**src/sv/pwfm_ram.sv**
```systemverilog
// Generic single-port RAM with registered read.
`timescale 1ns / 1ps
`default_nettype none
module pwfm_ram #(
    parameter int WIDTH = 8,
    parameter int DEPTH = 256
) (
    input  wire logic                     clk,
    input  wire logic                     we,
    input  wire logic [$clog2(DEPTH)-1:0] addr,
    input  wire logic [WIDTH-1:0]         wdata,
    output logic [WIDTH-1:0]              rdata
);
    logic [WIDTH-1:0] mem [DEPTH];

    always_ff @(posedge clk)
    begin
        if (we)
        begin
            mem[addr] <= wdata;
        end
        rdata <= mem[addr];
    end
endmodule
`default_nettype wire

```
**config.mk**
```make
export PLATFORM = sky130hd
export DESIGN_NAME = pwfm_ram
export DESIGN_NICKNAME = d
export VERILOG_FILES = /design/src/sv/pwfm_ram.sv
export SDC_FILE = /design/constraint.sdc
export NUM_CORES = 2
export LEC_CHECK = 0
export BUFFER_PORTS_ARGS = -buffer_cell sky130_fd_sc_hd__buf_2
export CORE_UTILIZATION = 45
export DETAILED_ROUTE_END_ITERATION = 16
export GPL_ROUTABILITY_DRIVEN = 0
export GPL_TIMING_DRIVEN = 0
export HOLD_SLACK_MARGIN = 0.02
export PLACE_DENSITY = 0.68
export SKIP_LAST_GASP = 1
export SYNTH_ARGS = -nofsm -noshare
export SYNTH_HDL_FRONTEND = slang
export SYNTH_SLANG_ARGS = --single-unit
```
**constraint.sdc**
```tcl
create_clock -name clk -period 3.5 [get_ports clk]
set_clock_uncertainty 0.05 [all_clocks]
set_input_delay 0.175 -clock clk [delete_from_list [all_inputs] [get_ports clk]]
set_output_delay 0.175 -clock clk [all_outputs]
set_load 0.02 [all_outputs]
```
==> results.tsv <==
metric	value	unit
outcome	finished, violations left	
violations	negative setup slack	
seq_power_share	54.1	%
path_clk_slew	0.06	ns
synth_warnings	0	
clk_latency	0.85	ns
synth.most_common_cell	edfxtp_1	
grtUsageMet2	35.1	%
p_clk_share	40.9	%
path_class	primary input to flop	
globalRouteOverflowTotal	0	
pin_count	26	
synth.area.top_cells	edfxtp_1 (78%), mux4_2 (15%), a22oi_1 (2.4%)	
p_int	39.3	mW
p_per_area	566	mW/mm^2
fin_cells	6274	
synth_top_family_by_area	multiplexers	
portBuffers	21	
yosys.area_share.simple	1.73	%
synth-main-ff-cell	edfxtp_1	
finish.utilization	51.4	%
hold_ws	0.123	ns
antenna_found_initial	13	
vias_per_cell	6.23	
synth_cell_types	22	
synth_common_cells	edfxtp_1 (2,048), mux4_2 (512), a22oi_1 (256)	
syn2layout_area_growth	12.9	%
worstPathMaxFanout	10	
synthCells	3547	
use_met3	6.09	%
max_slew_margin	7.22	%
finalMaxSlewViolations	0	
grt_max_degree	162	
yosys.area.top_type	edfxtp_1	
cts_tree	done	
syn-mean-instance-area	22.1	sq um
drive_gt1_share	25.5	%
grt_pass1_vias	38549	
cts_setup_buffers	0	
firstDrtPassIters	8	
setup_ws	-0.297	ns
min_period	3.80	ns
ant_nets	0	
grt-busiest-layer	met2	
hpwlAfterDp	133000	microns
die_area	0.176	sq mm
core_area	0.172	sq mm
setup_viol	418	
p_sw_share	21.7	%
crit_path_end_kind	flop	
final_nets	3808	
synth.area.mux_share	14.7	%
place_inst	5895	
critical_path_required	3.90	ns
ys_seq_area_share	78.6	%
cts_buffer_depth	3	
row_count	152	
die_w	420	microns
globalRouteMet1Util	32.1	%
netlist_area	0.0785	sq mm
drtIter0Drc	5575	
crit_path_start_kind	primary input	
timing.fmax	263	MHz
drt-total-wl	206000	microns
synth_xor_xnor_area_share	0	%
synth_fp_nets	3565	
vias	39104	
synth_compound_area_share	3.62	%
cts.htree.levels	4	
crit_arrival	4.20	ns
ys_ff_latch	2056	
p_sw	10.9	mW
synthAdderAreaFrac	0	%
grtUsageTotal	23.5	%
synth-async-reset-ratio	0	%
fp.dieH	420	microns
synth_top_area_share	78.3	%
finalHoldViolCount	0	
worstMarginPinSlew	1.38	ns
cts_buffers	195	
max_cap_viol_count	0	
p_total	50.2	mW
rsz0062_at_grt	yes	
p_comb_share	5.0	%
clock-sinks	2056	
synth_edf_count	2048	
fin_crit_sh	108	%
grt_pass1_wl	288000	microns
initial_core_util	45.5	%
ir_drop	0.000475	V
p_leak	26.6	nW
cts_root_buf	clkbuf_16	
avgRoutedWirePerCell	32.8	microns
holdCritPathClass	primary input to flop	
route.detailed.drc	0	
registers in the layout (all words and copies together), names as in the netlist:
name and flops:
mem 2048, rdata 8
path summary, 6_finish.rpt:
check | startpoint | endpoint | slack, ns | cells past startpoint
hold / removal | we | mem[194][1]$_DFFE_PP_ | 0.12 | 3
hold reg to reg | mem[8][0]$_DFFE_PP_ | rdata[0]$_DFF_P_ | 1.21 | 5
setup reg to reg | mem[191][6]$_DFFE_PP_ | rdata[6]$_DFF_P_ | 0.22 | 5
setup / recovery | addr[1] | mem[127][0]$_DFFE_PP_ | -0.30 | 9
layout by cell type, fill, tap and decap left out, drive strengths merged:
cell type | Yosys | final
and2 | 3 | 3
or2 | 2 | 2
a22oi | 256 | 256
nor2b | 7 | 7
nor2 | 232 | 232
a21oi | 128 | 128
diode | 0 | 13
or3 | 1 | 1
dlygate4sd3 | 0 | 8
nor3 | 30 | 30
bufinv | 0 | 12
nand2b | 6 | 6
nand4 | 8 | 8
edfxtp | 2048 | 2048
clkinv | 0 | 85
mux4 | 512 | 512
buf | 87 | 125
dfxtp | 8 | 8
clkbuf | 145 | 386
clkinvlp | 0 | 6
inv | 1 | 13
nand2 | 28 | 28
clkdlybuf4s15 | 0 | 2
nand3 | 13 | 13
o41ai | 32 | 32
worst max-delay path, stage by stage:
cell and delay, ns:
buf_2 0.29, clkbuf_2 0.43, clkbuf_1 0.64, nand2_1 0.13, buf_2 0.27, nor2_1 0.23
nand2_1 0.35, clkbuf_2 0.76, nor2_1 0.90
metrics by stage:
stage	area (sq um)	setup TNS, ns	setup slack, ns
after floorplan	78500	0	1.06
after global placement	81500	-4412.66	-2.13
after detailed placement	82100	-1966.10	-1.94
after CTS	88500	-0.109	-0.0127
after global routing	88600	-10.68	-0.197
final	88600	-33.19	-0.297
per-layer routing:
layer / up-vias / part of all wire, %
li1: 15591 / -
met1: 20850 / 38
met2: 2220 / 46
met3: 437 / 10
met4: 6 / 5.3
met5: - / 0.022
layout make-up:
type                       count  area (sq um)
sequential                  2056         61700
clock buffer                 243          5120
fill                       13302         83900
timing repair buffer          47           698
tap                         2310          2890
buffer                       231          1140
clock inverter               115          1010
inverter                       1          3.75
multi-input combinational   1258         16100
antenna                       13          32.5
power by group through the flow:
stage / Sequential [mW] / Clock [mW] / Combinational, mW
after CTS: 27.2 / 20.6 / 2.48
final: 27.2 / 20.5 / 2.51
after floorplan: 27.7 / 0 / 1.21
after global placement: 27.8 / 0 / 2.35
after global routing: 27.1 / 21.5 / 2.59
after detailed placement: 27.7 / 0 / 2.46
cells by family after synthesis:
family                 after synthesis
AOI/OAI and AO/OA                  416
buffers and inverters              233
DFF                               2056
muxes                              512
and+or+nand+nor                    330
timing repair:
action                                 in CTS  in global routing
hold buffers                                8                  0
setup endpoints to repair                1156                376
endpoints found under the hold margin     867                  0
gates resized for setup                    70                 35
(Power assumes the default switching activity.)
