==> src/sv/pwfm_pkg.sv <==
// Shared types and constants for the peak width unit.
`timescale 1ns / 1ps
`default_nettype none
package pwfm_pkg;
    localparam int MaxPoints = 256;
    localparam int AddrW = $clog2(MaxPoints);
    localparam int CountW = AddrW + 1;
    localparam int MzW = 32;
    localparam int AbW = 24;
    localparam int FracW = 17;
    localparam int DivW = MzW + AbW + 1;
    localparam logic [FracW-1:0] FracOne = 17'd65536;
    localparam logic [FracW-1:0] FracReset = 17'd32768;

    typedef enum logic [2:0] {
        ST_OK = 3'd0,
        ST_NO_LEFT = 3'd1,
        ST_NO_RIGHT = 3'd2,
        ST_EQUAL = 3'd3,
        ST_OVERFLOW = 3'd4
    } status_t;

    typedef struct packed {
        logic [MzW-1:0] mz_value;
        logic [AbW-1:0] abundance;
        logic last_point;
    } in_item_t;

    typedef struct packed {
        logic signed [MzW:0] width;
        logic [2:0] status;
    } out_item_t;

    typedef struct packed {
        logic start;
        logic signed [DivW-1:0] dividend;
        logic [AbW:0] divisor;
    } div_req_t;
endpackage
`default_nettype wire

==> src/sv/pwfm_div.sv <==
// Restoring divider, signed dividend over positive divisor, quotient truncated.
`timescale 1ns / 1ps
`default_nettype none
module pwfm_div (
    input  wire logic                          clk,
    input  wire logic                          rst_n,
    input  wire pwfm_pkg::div_req_t            req,
    output logic                               done,
    output logic signed [pwfm_pkg::DivW-1:0]   quotient
);
    localparam int NumW = pwfm_pkg::DivW;
    logic [NumW-1:0] num_reg;
    logic [pwfm_pkg::AbW:0] den_reg;
    logic [pwfm_pkg::AbW+1:0] rem_reg;
    logic [5:0] cnt_reg;
    logic busy_reg;
    logic neg_reg;
    logic [pwfm_pkg::AbW+1:0] trial;
    logic [pwfm_pkg::AbW+1:0] shifted;

    always_comb
    begin
        shifted = {rem_reg[pwfm_pkg::AbW:0], num_reg[NumW-1]};
        trial = shifted - {1'b0, den_reg};
    end

    assign quotient = neg_reg ? -$signed(num_reg) : $signed(num_reg);

    always_ff @(posedge clk or negedge rst_n)
    begin
        if (!rst_n)
        begin
            busy_reg <= 1'b0;
            done <= 1'b0;
            cnt_reg <= '0;
        end
        else
        begin
            done <= busy_reg && !req.start && (cnt_reg == 6'd1);
            if (req.start)
            begin
                busy_reg <= 1'b1;
                cnt_reg <= 6'(NumW);
            end
            else if (busy_reg)
            begin
                cnt_reg <= cnt_reg - 6'd1;
                if (cnt_reg == 6'd1)
                begin
                    busy_reg <= 1'b0;
                end
            end
        end
    end

    always_ff @(posedge clk)
    begin
        if (req.start)
        begin
            neg_reg <= req.dividend[NumW-1];
            num_reg <= req.dividend[NumW-1] ? NumW'(-req.dividend) : NumW'(req.dividend);
            den_reg <= req.divisor;
            rem_reg <= '0;
        end
        else if (busy_reg)
        begin
            if (!trial[pwfm_pkg::AbW+1])
            begin
                rem_reg <= trial;
                num_reg <= {num_reg[NumW-2:0], 1'b1};
            end
            else
            begin
                rem_reg <= shifted;
                num_reg <= {num_reg[NumW-2:0], 1'b0};
            end
        end
    end
endmodule
`default_nettype wire
==> config.mk <==
export PLATFORM = sky130hd
export DESIGN_NAME = pwfm_div
export DESIGN_NICKNAME = d
export VERILOG_FILES = /design/src/sv/pwfm_pkg.sv /design/src/sv/pwfm_div.sv
export SDC_FILE = /design/constraint.sdc
export NUM_CORES = 1
export LEC_CHECK = 0
export ABC_AREA = 1
export BUFFER_PORTS_ARGS = -buffer_cell sky130_fd_sc_hd__buf_2
export CORE_MARGIN = 5
export CORE_UTILIZATION = 44
export DETAILED_ROUTE_END_ITERATION = 8
export PLACE_DENSITY = 0.65
export SETUP_SLACK_MARGIN = 0.3
export SLEW_MARGIN = 20
export SYNTH_ARGS = -nofsm -noshare
export SYNTH_HDL_FRONTEND = slang
export SYNTH_SLANG_ARGS = --single-unit
==> constraint.sdc <==
create_clock -name clk -period 3 [get_ports clk]
set_input_delay 0 -clock clk [delete_from_list [all_inputs] [get_ports clk]]
set_output_delay 0 -clock clk [all_outputs]
set_load 0.01 [all_outputs]
==> impl_metrics.csv <==
group,metric,value,unit
placement,placed_area,11700,sq um
synthesis,ys_ff_latch,116,
clocking,cts_tree,"done",
hold_path,min_to,"num_reg[26]",
cells_and_area,final_cell_mix,"nand2_1 (562), inv_1 (250), nor2_1 (217)",
die,fp.coreArea,24100,sq um
synthesis,synth.avg_cell_area,6.30,sq um
worst_setup_path,slowest_stage,"edfxtp_1",
detailed_routing,drc,0,
cells_and_area,fin_area,12800,sq um
sta,fin_tns_setup,0,ns
cells_and_area,synthToLayoutAreaGrowth,19.8,%
cells_and_area,layout.cells.most_common,"nand2_1",
clocking,htree_levels,4,
sta,rsz0062_at_grt,"yes",
synthesis,synth-edff-count,83,
pwr,vdd_drop_max,0.000376,V
worst_setup_path,worstPathRequired,3.00,ns
pwr,p_seq_frac,0.285,
sta,slew_viol_final,0,
die,ios,143,
die,initial_core_util,0.444,
detailed_routing,wl,35700,um
detailed_routing,vias,11245,
placement,portBuffers,142,
hold_path,hold_start,"req[51]",
detailed_routing,first_pass_iters,5,
worst_setup_path,rrSetupSlack,0.62,ns
sta,period_share,0.863,
pwr,power_density,614,nW/um^2
die,rows,57,
worst_setup_path,arrival,2.59,ns
placement,gp_congestion,0.970,
sta,worstMarginPinSlew,0.835,ns
worst_setup_path,max_stage_delay,0.43,ns
worst_setup_path,start_kind,"register",
grt,grt_overflow,0,
synthesis,synth.yosys.seq_area_share,0.298,
pwr,clkPwrFrac,0.274,
sta,slew_headroom,0.443,
sta,setup_violations,0,
worst_setup_path,r2r_end,"rem_reg[16]",
run_status,status,"finished clean",
grt,grt_usage,0.253,
die,dieArea,27500,sq um
clocking,cts_buffer_depth,2,
synthesis,synthArstFlopShare,0.0690,
grt,grt_pass1_wl,56300,um
synthesis,synth_fp_nets,1814,
worst_setup_path,crit_path_cell_trace,"inv_1 > nand3_2 > nor2_1 > nand3_2 > nor3_2 > nand2_1 > xor2_1 > nand2_1 > o21ai_0 > buf_2",
synthesis,synth_cells,1699,
placement,dp.final_hpwl,28200,um
hold_path,hold_class,"in2reg",
synthesis,syn_area,10700,sq um
grt,grt_pass1_vias,10737,
job,max_cap_viol_count,0,
sta,finalHoldViolCount,0,
die,die_y,166,um
clocking,cts_num_sinks,116,
synthesis,synth.distinct_cells,41,
synthesis,synth_warnings,0,
worst_setup_path,endpoint_kind,"output pin",
synthesis,ys.flop_type,"edfxtp_1",
pwr,p_leak,6.25,nW
die,die_w,166,um
detailed_routing,drtIter0Drc,956,
sta,whs,0.00872,ns
sta,fin_skew,0.0109,ns
clocking,clk_latency,0.43,ns
detailed_routing,via_per_inst,5.07,
cells_and_area,ff_latch_area,3190,sq um
detailed_routing,ant_nets,0,
sta,fin_crit,2.59,ns
cells_and_area,largest_register_ff_count,57,
clocking,clk_pin_slew,0.06,ns
hold_path,min_path_cells,3,
grt,grt_max_degree,64,
cells_and_area,insertedDiodeCount,0,
pwr,p_comb_frac,0.441,
cells_and_area,multi_input_comb_area,6400,sq um
worst_setup_path,critPathMaxFanout,5,
clocking,cts_buffers,17,
pwr,swShare,0.421,
cells_and_area,nNetsFinal,1995,
sta,fmax,0.386,GHz
cells_and_area,nFillCells,2580,
worst_setup_path,r2r_start,"num_reg[56]",
pwr,p_sw,3.31,mW
clocking,cts-root-buf,"clkbuf_16",
pwr,fin_total_pwr,7.87,mW
worst_setup_path,rr_worst_depth,13,
grt,antenna_found_initial,0,
pwr,p_int,4.56,mW
worst_setup_path,setup.worst_path.class,"reg2out",
cells_and_area,drive_gt1_frac,0.143,
detailed_routing,drt-wirelength-per-cell,16.1,um
-- power groups by stage --
stage,logic (mW),clock network (mW),registers [mW]
floorplan,2.57,0,2.19
global placement,3.38,0,2.26
detailed placement,3.40,0,2.26
CTS,3.45,2.17,2.24
global route,3.92,2.24,2.28
finish,3.47,2.16,2.25
-- stage by stage --
| stage | worst slack (ns) | util | instances |
|---|---|---|---|
| 2_1_floorplan | 0.953 | - | 1699 |
| 3_3_place_gp | 0.608 | 0.487 | 2140 |
| 3_5_place_dp | 0.599 | 0.487 | 2140 |
| 4_1_cts | 0.329 | 0.528 | 2209 |
| 5_1_grt | 0.253 | 0.532 | 2217 |
| 6_report | 0.412 | 0.532 | 2217 |
-- metal layers --
metal	vias up	track usage	routed length, um
met2	381	0.426	16800
met1	5078	0.324	15300
met5	-	0	0
met4	0	0.118	1610
li1	5714	-	-
met3	72	0.0317	1990
-- cell type report --
cell class | count | area share
Clock buffer | 20 | 0.0374
Clock inverter | 12 | 0.0108
Multi-Input combinational cell | 1291 | 0.499
Sequential cell | 116 | 0.249
Timing Repair Buffer | 198 | 0.0966
Tap cell | 324 | 0.0316
Inverter | 256 | 0.0750
-- critical path, delay by kind of cell, from the launching register on --
| kind | cells | cell delay [ns] |
|---|---|---|
| DFF | 1 | 0.43 |
| AOI/OAI and AO/OA | 1 | 0.16 |
| buffers and inverters | 2 | 0.33 |
| xor gates and xnor gates | 1 | 0.16 |
| and+or+nand+nor | 6 | 1.09 |
-- synthesized netlist by cell type, types with 2 or more instances --
| cell type | number | share of area |
|---|---|---|
| nand2_1 | 564 | 0.20 |
| nand2_8 | 2 | 0.0037 |
| nand4_1 | 29 | 0.017 |
| o21ai_0 | 72 | 0.034 |
| nand3_4 | 2 | 0.0033 |
| nand2_2 | 26 | 0.015 |
| buf_1 | 2 | 0.00070 |
| dfxtp_1 | 25 | 0.047 |
| ha_1 | 29 | 0.034 |
| nand3b_1 | 4 | 0.0028 |
| clkbuf_1 | 27 | 0.0095 |
| inv_1 | 251 | 0.088 |
| nor4_1 | 3 | 0.0018 |
| a31oi_1 | 11 | 0.0064 |
| buf_6 | 2 | 0.0021 |
| o21ai_2 | 2 | 0.0016 |
| nor3_2 | 4 | 0.0037 |
| o21ai_1 | 4 | 0.0019 |
| nor3_1 | 13 | 0.0061 |
| edfxtp_1 | 83 | 0.23 |
| nand3_1 | 154 | 0.072 |
| a21oi_1 | 22 | 0.010 |
| o22ai_1 | 2 | 0.0012 |
| nor2_1 | 225 | 0.079 |
| xnor2_1 | 23 | 0.019 |
| dfrtp_1 | 8 | 0.019 |
| buf_4 | 2 | 0.0014 |
| xor2_1 | 74 | 0.061 |
| nand3_2 | 14 | 0.013 |
| nor2_2 | 6 | 0.0035 |
| inv_2 | 4 | 0.0014 |
-- worst max path at each step --
stage	cells after the start	slack [ns]	from	endpoint
after CTS	11	0.33	num_reg[13]	quotient[42]
after global routing	11	0.25	num_reg[8]	quotient[42]
after floorplan	2	0.95	busy_reg	num_reg[0]
final	10	0.41	num_reg[2]	quotient[45]
after global placement	13	0.61	num_reg[56]	rem_reg[16]
after detailed placement	13	0.60	num_reg[56]	rem_reg[16]
-- kinds of logic (layout without fill, tap and decap cells) --
group                    count (synthesis)  in the layout  share of synthesized area
AO/OA/AOI/OAI                          114            114                     0.0566
buffers and inverters                  292            486                      0.107
AND/OR/NAND/NOR                       1050           1050                      0.422
flip-flops                             116            116                      0.298
XOR/XNOR                                97             97                     0.0794
adder cells (fa/ha/maj)                 30             30                     0.0358
-- timing repair --
item | 4_1_cts | 5_1_grt
setup endpoints to repair | 0 | 14
buffers inserted | 0 | 8
hold buffers | 37 | 0
endpoints found under the hold margin | 43 | 0
resized for setup | 0 | 13
No activity file was read; power rests on OpenSTA's default activity.
